`config.mk`:
```
export PLATFORM = sky130hd
export DESIGN_NAME = format_spec_field_parser
export DESIGN_NICKNAME = d
export VERILOG_FILES = /design/src/rtl/core/fsfp_pkg.sv /design/src/rtl/core/fsfp_in_skid.sv /design/src/rtl/core/fsfp_parse.sv /design/src/rtl/core/format_spec_field_parser.sv
export SDC_FILE = /design/constraint.sdc
export NUM_CORES = 1
export LEC_CHECK = 0
export BUFFER_PORTS_ARGS = -buffer_cell sky130_fd_sc_hd__buf_2
export CAP_MARGIN = 20
export CORE_UTILIZATION = 41
export DETAILED_ROUTE_END_ITERATION = 8
export PLACE_DENSITY = 0.69
export SLEW_MARGIN = 40
export SYNTH_ARGS = -nofsm -noshare
export SYNTH_HDL_FRONTEND = slang
export SYNTH_HIERARCHICAL = 1
export SYNTH_SLANG_ARGS = --single-unit
export TNS_END_PERCENT = 30
```
`constraint.sdc`:
```
create_clock -name clk_i -period 24.7 [get_ports clk_i]
set_input_delay 2.47 -clock clk_i [delete_from_list [all_inputs] [get_ports clk_i]]
set_output_delay 2.47 -clock clk_i [all_outputs]
set_load 0.01 [all_outputs]
```
`src/rtl/core/fsfp_pkg.sv`:
```
// Shared types and constants for the format-spec field parser.
`default_nettype none

package fsfp_pkg;

  // Saturation bound for width, precision and character count
  localparam int unsigned NUM_BITS = 16;
  localparam logic [15:0] SAT_MAX  = (NUM_BITS >= 16) ? 16'hFFFF
                                                      : 16'((1 << NUM_BITS) - 1);

  // Parse phase codes
  localparam logic [3:0] PH_START   = 4'd0;
  localparam logic [3:0] PH_BRACE   = 4'd1;
  localparam logic [3:0] PH_COLON   = 4'd2;
  localparam logic [3:0] PH_HELD    = 4'd3;
  localparam logic [3:0] PH_ALIGN   = 4'd4;
  localparam logic [3:0] PH_SIGN    = 4'd5;
  localparam logic [3:0] PH_HASH    = 4'd6;
  localparam logic [3:0] PH_ZERO    = 4'd7;
  localparam logic [3:0] PH_WSTART  = 4'd8;
  localparam logic [3:0] PH_WDIGITS = 4'd9;
  localparam logic [3:0] PH_DOT     = 4'd10;
  localparam logic [3:0] PH_PSTART  = 4'd11;
  localparam logic [3:0] PH_PDIGITS = 4'd12;
  localparam logic [3:0] PH_TYPE    = 4'd13;
  localparam logic [3:0] PH_CLOSE   = 4'd14;

  // Internal decision codes of one parse step
  localparam logic [1:0] R_NONE = 2'd0;
  localparam logic [1:0] R_OK   = 2'd1;
  localparam logic [1:0] R_ERR  = 2'd2;

  // Result status codes
  localparam logic [1:0] ST_OK  = 2'd0;
  localparam logic [1:0] ST_ERR = 2'd1;
  localparam logic [1:0] ST_END = 2'd2;

  // Alignment codes
  localparam logic [1:0] AL_NONE   = 2'd0;
  localparam logic [1:0] AL_LEFT   = 2'd1;
  localparam logic [1:0] AL_RIGHT  = 2'd2;
  localparam logic [1:0] AL_CENTER = 2'd3;

  // Sign mode codes
  localparam logic [1:0] SG_NONE  = 2'd0;
  localparam logic [1:0] SG_PLUS  = 2'd1;
  localparam logic [1:0] SG_SPACE = 2'd2;

  // Presentation codes
  localparam logic [2:0] KIND_DEF  = 3'd0;
  localparam logic [2:0] KIND_DEC  = 3'd1;
  localparam logic [2:0] KIND_HEX  = 3'd2;
  localparam logic [2:0] KIND_HEXU = 3'd3;
  localparam logic [2:0] KIND_BIN  = 3'd4;
  localparam logic [2:0] KIND_OCT  = 3'd5;
  localparam logic [2:0] KIND_PTR  = 3'd6;
  localparam logic [2:0] KIND_DBG  = 3'd7;

  // Flag bit positions
  localparam int unsigned FL_ALT   = 0;
  localparam int unsigned FL_ZERO  = 1;
  localparam int unsigned FL_WIDTH = 2;
  localparam int unsigned FL_PREC  = 3;

  // Character constants
  localparam logic [7:0] CH_LBRACE = 8'h7B;
  localparam logic [7:0] CH_COLON  = 8'h3A;
  localparam logic [7:0] CH_RBRACE = 8'h7D;
  localparam logic [7:0] CH_LT     = 8'h3C;
  localparam logic [7:0] CH_GT     = 8'h3E;
  localparam logic [7:0] CH_CARET  = 8'h5E;
  localparam logic [7:0] CH_HASH   = 8'h23;
  localparam logic [7:0] CH_PLUS   = 8'h2B;
  localparam logic [7:0] CH_DOT    = 8'h2E;
  localparam logic [7:0] CH_SPACE  = 8'h20;
  localparam logic [7:0] CH_0      = 8'h30;
  localparam logic [7:0] CH_9      = 8'h39;
  localparam logic [7:0] CH_LO_D   = 8'h64;
  localparam logic [7:0] CH_LO_X   = 8'h78;
  localparam logic [7:0] CH_UP_X   = 8'h58;
  localparam logic [7:0] CH_LO_B   = 8'h62;
  localparam logic [7:0] CH_LO_O   = 8'h6F;
  localparam logic [7:0] CH_LO_P   = 8'h70;
  localparam logic [7:0] CH_QUEST  = 8'h3F;

  // One input transaction
  typedef struct packed {
    logic [7:0] character;
    logic       last_char;
    logic       empty_string;
  } in_item_t;

  // One result transaction
  typedef struct packed {
    logic [1:0]  status;
    logic [7:0]  fill_char;
    logic [1:0]  alignment;
    logic [1:0]  sign_mode;
    logic        alternate_form;
    logic        zero_padding;
    logic        has_min_width;
    logic [15:0] min_width;
    logic        has_prec;
    logic [15:0] prec_value;
    logic [2:0]  present_kind;
    logic [15:0] consumed_count;
  } res_t;

  // Parser state
  typedef struct packed {
    logic [3:0]  phase;
    logic [7:0]  held;
    logic [7:0]  fill;
    logic [1:0]  align;
    logic [1:0]  sign;
    logic [3:0]  flags;
    logic [15:0] width;
    logic [15:0] prec;
    logic [2:0]  present;
    logic [15:0] count;
    logic        decided;
  } pstate_t;

  localparam pstate_t PSTATE_CLEAR = '{
    phase:   PH_START,
    held:    8'h00,
    fill:    CH_SPACE,
    align:   AL_NONE,
    sign:    SG_NONE,
    flags:   4'h0,
    width:   16'h0000,
    prec:    16'h0000,
    present: KIND_DEF,
    count:   16'h0000,
    decided: 1'b0
  };

endpackage

`default_nettype wire

```
`src/rtl/core/fsfp_in_skid.sv`:
```
// Input register with a one-entry skid stage for the parser.
`default_nettype none

module fsfp_in_skid import fsfp_pkg::*; (
  input  wire logic     clk_i,
  input  wire logic     rst_ni,
  input  wire logic     in_valid_i,
  output logic          in_stall_o,
  input  wire in_item_t item_i,
  input  wire logic     take_i,
  output logic          item_valid_o,
  output in_item_t      item_o
);

  logic     a_valid_q, a_valid_d;
  logic     skid_valid_q, skid_valid_d;
  in_item_t a_q, skid_q;
  logic     in_acc, a_load_in, a_load_skid, skid_load;

  // Stall only while the skid entry is occupied
  assign in_stall_o = skid_valid_q;
  assign in_acc     = in_valid_i && !skid_valid_q;

  // Route incoming transactions to the main or skid entry
  always_comb begin
    a_valid_d    = a_valid_q;
    skid_valid_d = skid_valid_q;
    a_load_in    = 1'b0;
    a_load_skid  = 1'b0;
    skid_load    = 1'b0;
    if (skid_valid_q) begin
      if (take_i) begin
        a_load_skid  = 1'b1;
        skid_valid_d = 1'b0;
      end
    end else if (in_acc) begin
      if (!a_valid_q || take_i) begin
        a_load_in = 1'b1;
        a_valid_d = 1'b1;
      end else begin
        skid_load    = 1'b1;
        skid_valid_d = 1'b1;
      end
    end else if (take_i) begin
      a_valid_d = 1'b0;
    end
  end

  always_ff @(posedge clk_i or negedge rst_ni) begin
    if (!rst_ni) begin
      a_valid_q    <= 1'b0;
      skid_valid_q <= 1'b0;
    end else begin
      a_valid_q    <= a_valid_d;
      skid_valid_q <= skid_valid_d;
    end
  end

  // Hold payloads until replaced
  always_ff @(posedge clk_i) begin
    if (a_load_in) begin
      a_q <= item_i;
    end else if (a_load_skid) begin
      a_q <= skid_q;
    end
    if (skid_load) begin
      skid_q <= item_i;
    end
  end

  assign item_valid_o = a_valid_q;
  assign item_o       = a_q;

endmodule

`default_nettype wire

```
`src/rtl/core/fsfp_parse.sv`:
```
// Parse state, combinational parse step and result register.
`default_nettype none

module fsfp_parse import fsfp_pkg::*; (
  input  wire logic     clk_i,
  input  wire logic     rst_ni,
  input  wire logic     item_valid_i,
  input  wire in_item_t item_i,
  output logic          take_o,
  input  wire logic     out_stall_i,
  output logic          out_valid_o,
  output res_t          out_o
);

  typedef struct packed {
    pstate_t    s;
    logic [1:0] r;
  } feed_t;

  typedef struct packed {
    pstate_t s;
    logic    emit;
    res_t    res;
  } step_t;

  function automatic logic [15:0] bump(logic [15:0] cnt);
    return (cnt == SAT_MAX) ? cnt : cnt + 16'd1;
  endfunction

  // Multiply by ten and add a digit, saturating
  function automatic logic [15:0] acc_digit(logic [15:0] acc, logic [3:0] d);
    logic [19:0] w;
    w = ({4'b0, acc} << 3) + ({4'b0, acc} << 1) + {16'b0, d};
    if (w > {4'b0, SAT_MAX}) begin
      return SAT_MAX;
    end
    return w[15:0];
  endfunction

  function automatic logic [1:0] align_code(logic [7:0] c);
    logic [1:0] a;
    a = AL_NONE;
    if (c == CH_LT) begin
      a = AL_LEFT;
    end else if (c == CH_GT) begin
      a = AL_RIGHT;
    end else if (c == CH_CARET) begin
      a = AL_CENTER;
    end
    return a;
  endfunction

  function automatic logic [2:0] kind_code(logic [7:0] c);
    logic [2:0] k;
    unique case (c)
      CH_LO_D:  k = KIND_DEC;
      CH_LO_X:  k = KIND_HEX;
      CH_UP_X:  k = KIND_HEXU;
      CH_LO_B:  k = KIND_BIN;
      CH_LO_O:  k = KIND_OCT;
      CH_LO_P:  k = KIND_PTR;
      CH_QUEST: k = KIND_DBG;
      default:  k = KIND_DEF;
    endcase
    return k;
  endfunction

  // Offer one byte; it is consumed, skips optional phases, or decides
  function automatic feed_t feed(pstate_t s, logic [7:0] c);
    feed_t      f;
    logic [3:0] p;
    logic [1:0] al;
    logic [2:0] kd;
    logic [3:0] dv;
    logic       dec, in_flags, t_align, t_sign, t_hash, t_zero;
    logic       t_wfirst, t_wmore, to_dot, to_type;
    f        = '{s: s, r: R_NONE};
    p        = s.phase;
    al       = align_code(c);
    kd       = kind_code(c);
    dec      = (c >= CH_0) && (c <= CH_9);
    dv       = 4'(c - CH_0);
    in_flags = (p >= PH_ALIGN) && (p <= PH_WSTART);
    t_align  = (p == PH_ALIGN) && (al != AL_NONE);
    t_sign   = in_flags && (p <= PH_SIGN) && ((c == CH_PLUS) || (c == CH_SPACE));
    t_hash   = in_flags && (p <= PH_HASH) && (c == CH_HASH);
    t_zero   = in_flags && (p <= PH_ZERO) && (c == CH_0);
    t_wfirst = in_flags && dec && !t_zero;
    t_wmore  = (p == PH_WDIGITS) && dec;
    to_dot   = (in_flags && !t_align && !t_sign && !t_hash && !t_zero && !t_wfirst)
            || ((p == PH_WDIGITS) && !dec) || (p == PH_DOT);
    to_type  = (to_dot && (c != CH_DOT)) || ((p == PH_PDIGITS) && !dec)
            || (p == PH_TYPE);

    priority if (p == PH_START) begin
      if (c == CH_LBRACE) begin
        f.s.count = bump(s.count);
        f.s.phase = PH_BRACE;
      end else begin
        f.r = R_ERR;
      end
    end else if (p == PH_BRACE) begin
      if (c == CH_RBRACE) begin
        f.s.count = bump(s.count);
        f.r       = R_OK;
      end else if (c == CH_COLON) begin
        f.s.count = bump(s.count);
        f.s.phase = PH_COLON;
      end else begin
        f.r = R_ERR;
      end
    end else if (p == PH_COLON) begin
      f.s.held  = c;
      f.s.phase = PH_HELD;
    end else if (t_align) begin
      f.s.align = al;
      f.s.count = bump(s.count);
      f.s.phase = PH_SIGN;
    end else if (t_sign) begin
      f.s.sign  = (c == CH_PLUS) ? SG_PLUS : SG_SPACE;
      f.s.count = bump(s.count);
      f.s.phase = PH_HASH;
    end else if (t_hash) begin
      f.s.flags[FL_ALT] = 1'b1;
      f.s.count         = bump(s.count);
      f.s.phase         = PH_ZERO;
    end else if (t_zero) begin
      f.s.flags[FL_ZERO] = 1'b1;
      f.s.count          = bump(s.count);
      f.s.phase          = PH_WSTART;
    end else if (t_wfirst) begin
      f.s.flags[FL_WIDTH] = 1'b1;
      f.s.width           = {12'b0, dv};
      f.s.count           = bump(s.count);
      f.s.phase           = PH_WDIGITS;
    end else if (t_wmore) begin
      f.s.width = acc_digit(s.width, dv);
      f.s.count = bump(s.count);
    end else if (to_dot && (c == CH_DOT)) begin
      f.s.flags[FL_PREC] = 1'b1;
      f.s.count          = bump(s.count);
      f.s.phase          = PH_PSTART;
    end else if (p == PH_PSTART) begin
      if (dec) begin
        f.s.prec  = {12'b0, dv};
        f.s.count = bump(s.count);
        f.s.phase = PH_PDIGITS;
      end else begin
        f.r = R_ERR;
      end
    end else if ((p == PH_PDIGITS) && dec) begin
      f.s.prec  = acc_digit(s.prec, dv);
      f.s.count = bump(s.count);
    end else if (to_type) begin
      if (c == CH_RBRACE) begin
        f.s.count = bump(s.count);
        f.s.phase = PH_CLOSE;
        f.r       = R_OK;
      end else if (kd != KIND_DEF) begin
        f.s.present = kd;
        f.s.count   = bump(s.count);
        f.s.phase   = PH_CLOSE;
      end else begin
        f.r = R_ERR;
      end
    end else if (p == PH_CLOSE) begin
      if (c == CH_RBRACE) begin
        f.s.count = bump(s.count);
        f.r       = R_OK;
      end else begin
        f.r = R_ERR;
      end
    end else begin
      f.r = R_ERR;
    end
    return f;
  endfunction

  // Full step for one transaction, including the fill lookahead
  function automatic step_t step(pstate_t s, in_item_t it);
    step_t      o;
    pstate_t    sh;
    feed_t      f1, f2;
    logic [1:0] al, r;
    o.s    = s;
    o.emit = 1'b0;
    o.res  = '0;
    f1     = '{s: s, r: R_NONE};
    f2     = f1;
    al     = align_code(it.character);
    sh     = s;
    sh.phase = PH_ALIGN;
    if (it.empty_string) begin
      o.emit       = 1'b1;
      o.res.status = ST_END;
      o.s          = PSTATE_CLEAR;
    end else if (s.decided) begin
      if (it.last_char) begin
        o.s = PSTATE_CLEAR;
      end
    end else begin
      if ((s.phase == PH_HELD) && (al != AL_NONE)) begin
        // Held byte is a fill byte
        f2.s.fill  = s.held;
        f2.s.align = al;
        f2.s.count = bump(bump(s.count));
        f2.s.phase = PH_SIGN;
      end else if (s.phase == PH_HELD) begin
        f1 = feed(sh, s.held);
        f2 = (f1.r == R_NONE) ? feed(f1.s, it.character) : f1;
      end else begin
        f1 = feed(s, it.character);
        if (it.last_char && (f1.r == R_NONE) && (f1.s.phase == PH_HELD)) begin
          // Flush the held byte at string end
          sh       = f1.s;
          sh.phase = PH_ALIGN;
          f2       = feed(sh, f1.s.held);
        end else begin
          f2 = f1;
        end
      end
      r = (it.last_char && (f2.r == R_NONE)) ? R_ERR : f2.r;
      o.s = f2.s;
      if (r != R_NONE) begin
        o.emit = 1'b1;
        if (r == R_OK) begin
          o.res.status         = ST_OK;
          o.res.fill_char      = f2.s.fill;
          o.res.alignment      = f2.s.align;
          o.res.sign_mode      = f2.s.sign;
          o.res.alternate_form = f2.s.flags[FL_ALT];
          o.res.zero_padding   = f2.s.flags[FL_ZERO];
          o.res.has_min_width  = f2.s.flags[FL_WIDTH];
          o.res.min_width      = f2.s.width;
          o.res.has_prec       = f2.s.flags[FL_PREC];
          o.res.prec_value     = f2.s.prec;
          o.res.present_kind   = f2.s.present;
          o.res.consumed_count = f2.s.count;
        end else begin
          o.res.status = ST_ERR;
        end
        if (it.last_char) begin
          o.s = PSTATE_CLEAR;
        end else begin
          o.s.decided = 1'b1;
        end
      end
    end
    return o;
  endfunction

  pstate_t state_q;
  step_t   st;
  logic    out_valid_q, out_valid_d, out_free;
  res_t    res_q;

  assign st       = step(state_q, item_i);
  assign out_free = !out_valid_q || !out_stall_i;
  assign take_o   = item_valid_i && out_free;

  // Advance the result slot when it is free
  always_comb begin
    out_valid_d = out_valid_q;
    if (out_free) begin
      out_valid_d = take_o && st.emit;
    end
  end

  always_ff @(posedge clk_i or negedge rst_ni) begin
    if (!rst_ni) begin
      state_q     <= PSTATE_CLEAR;
      out_valid_q <= 1'b0;
    end else begin
      out_valid_q <= out_valid_d;
      if (take_o) begin
        state_q <= st.s;
      end
    end
  end

  // Capture the result payload
  always_ff @(posedge clk_i) begin
    if (take_o && st.emit) begin
      res_q <= st.res;
    end
  end

  assign out_valid_o = out_valid_q;
  assign out_o       = res_q;

endmodule

`default_nettype wire

```
`src/rtl/core/format_spec_field_parser.sv`:
```
// Top level of the format-spec replacement field parser.
// A deciding transaction passes the input register, then the result register.
// Throughput: one character per cycle unless the result side stalls; the parse
//   step is one pass of logic between the input register and the result register.
// Reset: rst_ni clears the parser to wait for an opening brace and empties
//   both the input and result registers; no clearing pass is needed.
`default_nettype none

module format_spec_field_parser import fsfp_pkg::*; (
  input  wire logic        clk_i,
  input  wire logic        rst_ni,
  input  wire logic        in_valid_i,
  output logic             in_stall_o,
  input  wire logic [7:0]  character_i,
  input  wire logic        last_char_i,
  input  wire logic        empty_string_i,
  output logic             out_valid_o,
  input  wire logic        out_stall_i,
  output logic [1:0]       status_o,
  output logic [7:0]       fill_char_o,
  output logic [1:0]       alignment_o,
  output logic [1:0]       sign_mode_o,
  output logic             alternate_form_o,
  output logic             zero_padding_o,
  output logic             has_min_width_o,
  output logic [15:0]      min_width_o,
  output logic             has_prec_o,
  output logic [15:0]      prec_value_o,
  output logic [2:0]       present_kind_o,
  output logic [15:0]      consumed_count_o
);

  in_item_t in_item, item;
  logic     item_valid, take;
  res_t     res;

  assign in_item = '{character: character_i, last_char: last_char_i,
                     empty_string: empty_string_i};

  fsfp_in_skid u_in_skid (
    .clk_i        (clk_i),
    .rst_ni       (rst_ni),
    .in_valid_i   (in_valid_i),
    .in_stall_o   (in_stall_o),
    .item_i       (in_item),
    .take_i       (take),
    .item_valid_o (item_valid),
    .item_o       (item)
  );

  fsfp_parse u_parse (
    .clk_i        (clk_i),
    .rst_ni       (rst_ni),
    .item_valid_i (item_valid),
    .item_i       (item),
    .take_o       (take),
    .out_stall_i  (out_stall_i),
    .out_valid_o  (out_valid_o),
    .out_o        (res)
  );

  // Unpack the result transaction
  assign status_o         = res.status;
  assign fill_char_o      = res.fill_char;
  assign alignment_o      = res.alignment;
  assign sign_mode_o      = res.sign_mode;
  assign alternate_form_o = res.alternate_form;
  assign zero_padding_o   = res.zero_padding;
  assign has_min_width_o  = res.has_min_width;
  assign min_width_o      = res.min_width;
  assign has_prec_o       = res.has_prec;
  assign prec_value_o     = res.prec_value;
  assign present_kind_o   = res.present_kind;
  assign consumed_count_o = res.consumed_count;

endmodule

`default_nettype wire

```
==> impl_metrics.csv <==
group,metric,value,unit
sta,slew_violations,0,
logic_synthesis,synth_area_leader_cell,"edfxtp_1",
logic_synthesis,yosysSeqAreaShare,28.50,%
floorplanning,die_y,203.6,um
drt,post-route-drc-count,0,
sta,skew,23.62,ps
drt,viasPerCell,6.674,
cts,holdBufCountCts,0,
floorplanning,die_x,203.6,um
layout,drive_gt1_share,11.68,%
status,status,"completed",
sta,hold_viol,0,
setup_path,cp.required,24890,ps
logic_synthesis,synth_fp_nets,2173,
floorplanning,die-area,0.04147,sq mm
logic_synthesis,synth_cell_types,113,
logic_synthesis,synth.most_common_cell,"nor2_1",
cts,tritoncts,"done",
cts,cts_sinks,172,
drt,vias,17390,
min_path,hold_path_class,"flip-flop to flip-flop",
power_and_ir_drop,power_frac_comb,29.4,%
setup_path,cp-start-kind,"flip-flop",
global_routing,grt_pass1_vias,16430,
power_and_ir_drop,p_leak,7.267,nW
logic_synthesis,ys.flop_type,"edfxtp_1",
logic_synthesis,synth.avg_cell_area,8.108,sq um
sta,setup_viol,0,
logic_synthesis,synth_edf_count,89,
sta,rsz0062_at_grt,"no",
cts,root_buffer,"clkbuf_16",
power_and_ir_drop,switching_share,38.69,%
setup_path,crit_arrival,6990,ps
flow_run,max-cap-violations,0,
layout,diodes,0,
power_and_ir_drop,cellPowerDensity,55.01,mW/mm^2
logic_synthesis,synth_area_leaders,"edfxtp_1 (16%), dfrtp_1 (12%), ha_1 (7.3%), nor2_1 (4.8%), nand2_1 (4.7%)",
cts,cts_resized,0,
layout,area_delta_synth_final,9.172,%
setup_path,path_class,"flip-flop to flip-flop",
placed_design,dpl.hpwl,47.59,mm
global_routing,antenna_found_initial,1,
global_routing,grt-ovfl-total,0,
global_routing,grt_pass1_wl,98.60,mm
logic_synthesis,netlist_area,0.01667,sq mm
global_routing,grt_max_degree,70,
power_and_ir_drop,p_int,613.8,uW
sta,fmax,147.0,MHz
sta,slew-limit-headroom,37.08,%
setup_path,critPathMaxFanout,25,
cts,clockBufferDepth,2,
logic_synthesis,netlist.area_leader.share,16.03,%
global_routing,grt_usage,31.14,%
cts,clkSlewWorstSetupHoldPaths,80,ps
power_and_ir_drop,pwr-share-clk,29.0,%
power_and_ir_drop,ir_worst_vdd,0.07791,mV
floorplanning,core-area,0.03991,sq mm
logic_synthesis,ys_ff_latch,172,
logic_synthesis,async_reset_ff_share,48.26,%
layout,nets,2185,
logic_synthesis,ys.warnings.count,6,
power_and_ir_drop,p_sw,387.3,uW
drt,drt_pass1_iterations,6,
sta,timing.final.crit_share,27.53,%
drt,wl,65.11,mm
power_and_ir_drop,share_seq_of_total_power,41.6,%
cts,htreeDepth,4,
floorplanning,num_io_pins,85,
layout,fin_util,45.60,%
placed_design,io_buffer_count,84,
floorplanning,rows,73,
drt,wl_per_cell,24.98,um
logic_synthesis,yosys-top-cells-count,"nor2_1 (212), nand2_1 (210), a21oi_1 (152), o21ai_0 (152), ha_1 (97)",
logic_synthesis,synthCells,2056,
floorplanning,initial_core_util,41.77,%
sta,fin_crit,6801,ps
sta,worst_pin_slew,938.7,ps
setup_path,end_kind,"flip-flop",
drt,ant_nets,0,
drt,drt_iter0_markers,2165,
cts,post-cts-setup-buffers,0,
cts,clkLatencyLatePin,480,ps
sta,finalSetupTns,0,ps
cts,cts_buffers,17,
placed_design,routabilityCongestion,1.011,
-- worst paths after layout --
check,cells past startpoint,end,startpoint,slack (ps)
setup / recovery,18,u_parse/out_o[37],u_parse/state_q[70],17900
hold / removal,2,u_parse/state_q[52],u_parse/state_q[52],490
setup reg to reg,18,u_parse/out_o[37],u_parse/state_q[70],17900
hold reg to reg,2,u_parse/state_q[52],u_parse/state_q[52],490
max in group asynchronous,2,u_parse/state_q[63],rst_ni,21560
min in group asynchronous,1,u_parse/state_q[11],rst_ni,1970
-- area by class of cell --
class                           instances  area, sq um
Fill cell                            3956        21710
Multi-Input combinational cell       1700        11260
Sequential cell                       172         4751
Timing Repair Buffer                  120        696.9
Tap cell                              525        656.9
Clock buffer                           17        425.4
Inverter                               57        214.0
Clock inverter                         15        195.2
-- worst max-delay path, cell delays in order, from the launching register on --
cell and delay [ps]:
dfrtp_1 670, or4_1 710, nand3_2 410, mux2_2 440, inv_1 100, fa_1 470, fa_1 490, nor2b_1 110
o21ai_0 100, a21boi_0 460, o21bai_1 150, a21boi_0 340, o21ai_0 160, or4_1 520, a211o_1 550, o32ai_1 330
a21oi_1 110, a211oi_1 280, nor3_1 100
-- cells by family (layout without fill, tap and decap cells) --
kind of cell	count (synthesis)	count (layout)	synth area share, %
adders and majority gates	103	103	8.001
buffers and inverters	184	209	4.421
AOI/OAI and AO/OA	672	672	27.71
and+or+nand+nor	814	814	24.88
DFF	172	172	28.50
muxes	38	38	2.657
xor gates and xnor gates	73	73	3.835
-- power groups by stage --
| stage | sequential [mW] | combinational [mW] | clock, mW |
|---|---|---|---|
| 2_1_floorplan | 0.436 | 0.153 | 0 |
| 3_3_place_gp | 0.423 | 0.285 | 0 |
| 3_5_place_dp | 0.422 | 0.290 | 0 |
| 4_1_cts | 0.417 | 0.291 | 0.295 |
| 5_1_grt | 0.423 | 0.313 | 0.306 |
| 6_report | 0.417 | 0.294 | 0.291 |
-- registers in the layout (all words and copies together) (netlist names) --
name                    count
u_in_skid/in_stall_o        1
u_parse/out_o              69
u_in_skid/skid_q           10
u_parse/out_valid_o         1
u_in_skid/item_valid_o      1
u_parse/state_q            80
u_in_skid/item_o           10
-- layer usage --
metal,track usage [%],vias up,part of all wire [%]
met4,17.08,0,5.6
met3,5.433,212,9.1
met1,41.92,8402,42
li1,-,7789,-
met5,0,-,0
met2,47.19,990,44
-- cells in the final DEF, fill, tap and decap left out, types with 22 or more instances in the layout --
cell type / Yosys / final
xnor2_1: 52 / 52
nor3_1: 67 / 64
nand2_1: 210 / 208
dfrtp_1: 82 / 82
nand4_1: 33 / 33
inv_1: 57 / 57
a21oi_1: 152 / 151
a21o_1: 26 / 26
a22o_1: 24 / 24
a31oi_1: 25 / 25
or3_1: 22 / 22
ha_1: 97 / 97
and3_1: 36 / 36
nand3_1: 65 / 64
edfxtp_1: 89 / 89
o21ai_0: 152 / 151
buf_4: 2 / 36
nor2_1: 212 / 210
o211ai_1: 22 / 22
and2_1: 28 / 27
buf_2: 25 / 83
-- per-stage QoR --
step / hold slack [ps] / power (mW) / cell area [sq um] / std cells / worst slack, ps
after global placement: 468.8 / 0.7079 / 17540 / 2573 / 17970
after global routing: 510.6 / 1.042 / 18200 / 2606 / 17410
after floorplan: 450.2 / 0.5891 / 16670 / 2056 / 15550
final: 492.0 / 1.001 / 18200 / 2606 / 17900
after detailed placement: 479.1 / 0.7122 / 17570 / 2573 / 18100
after CTS: 494.5 / 1.003 / 18190 / 2605 / 18080
No activity file was read; power rests on OpenSTA's default activity.
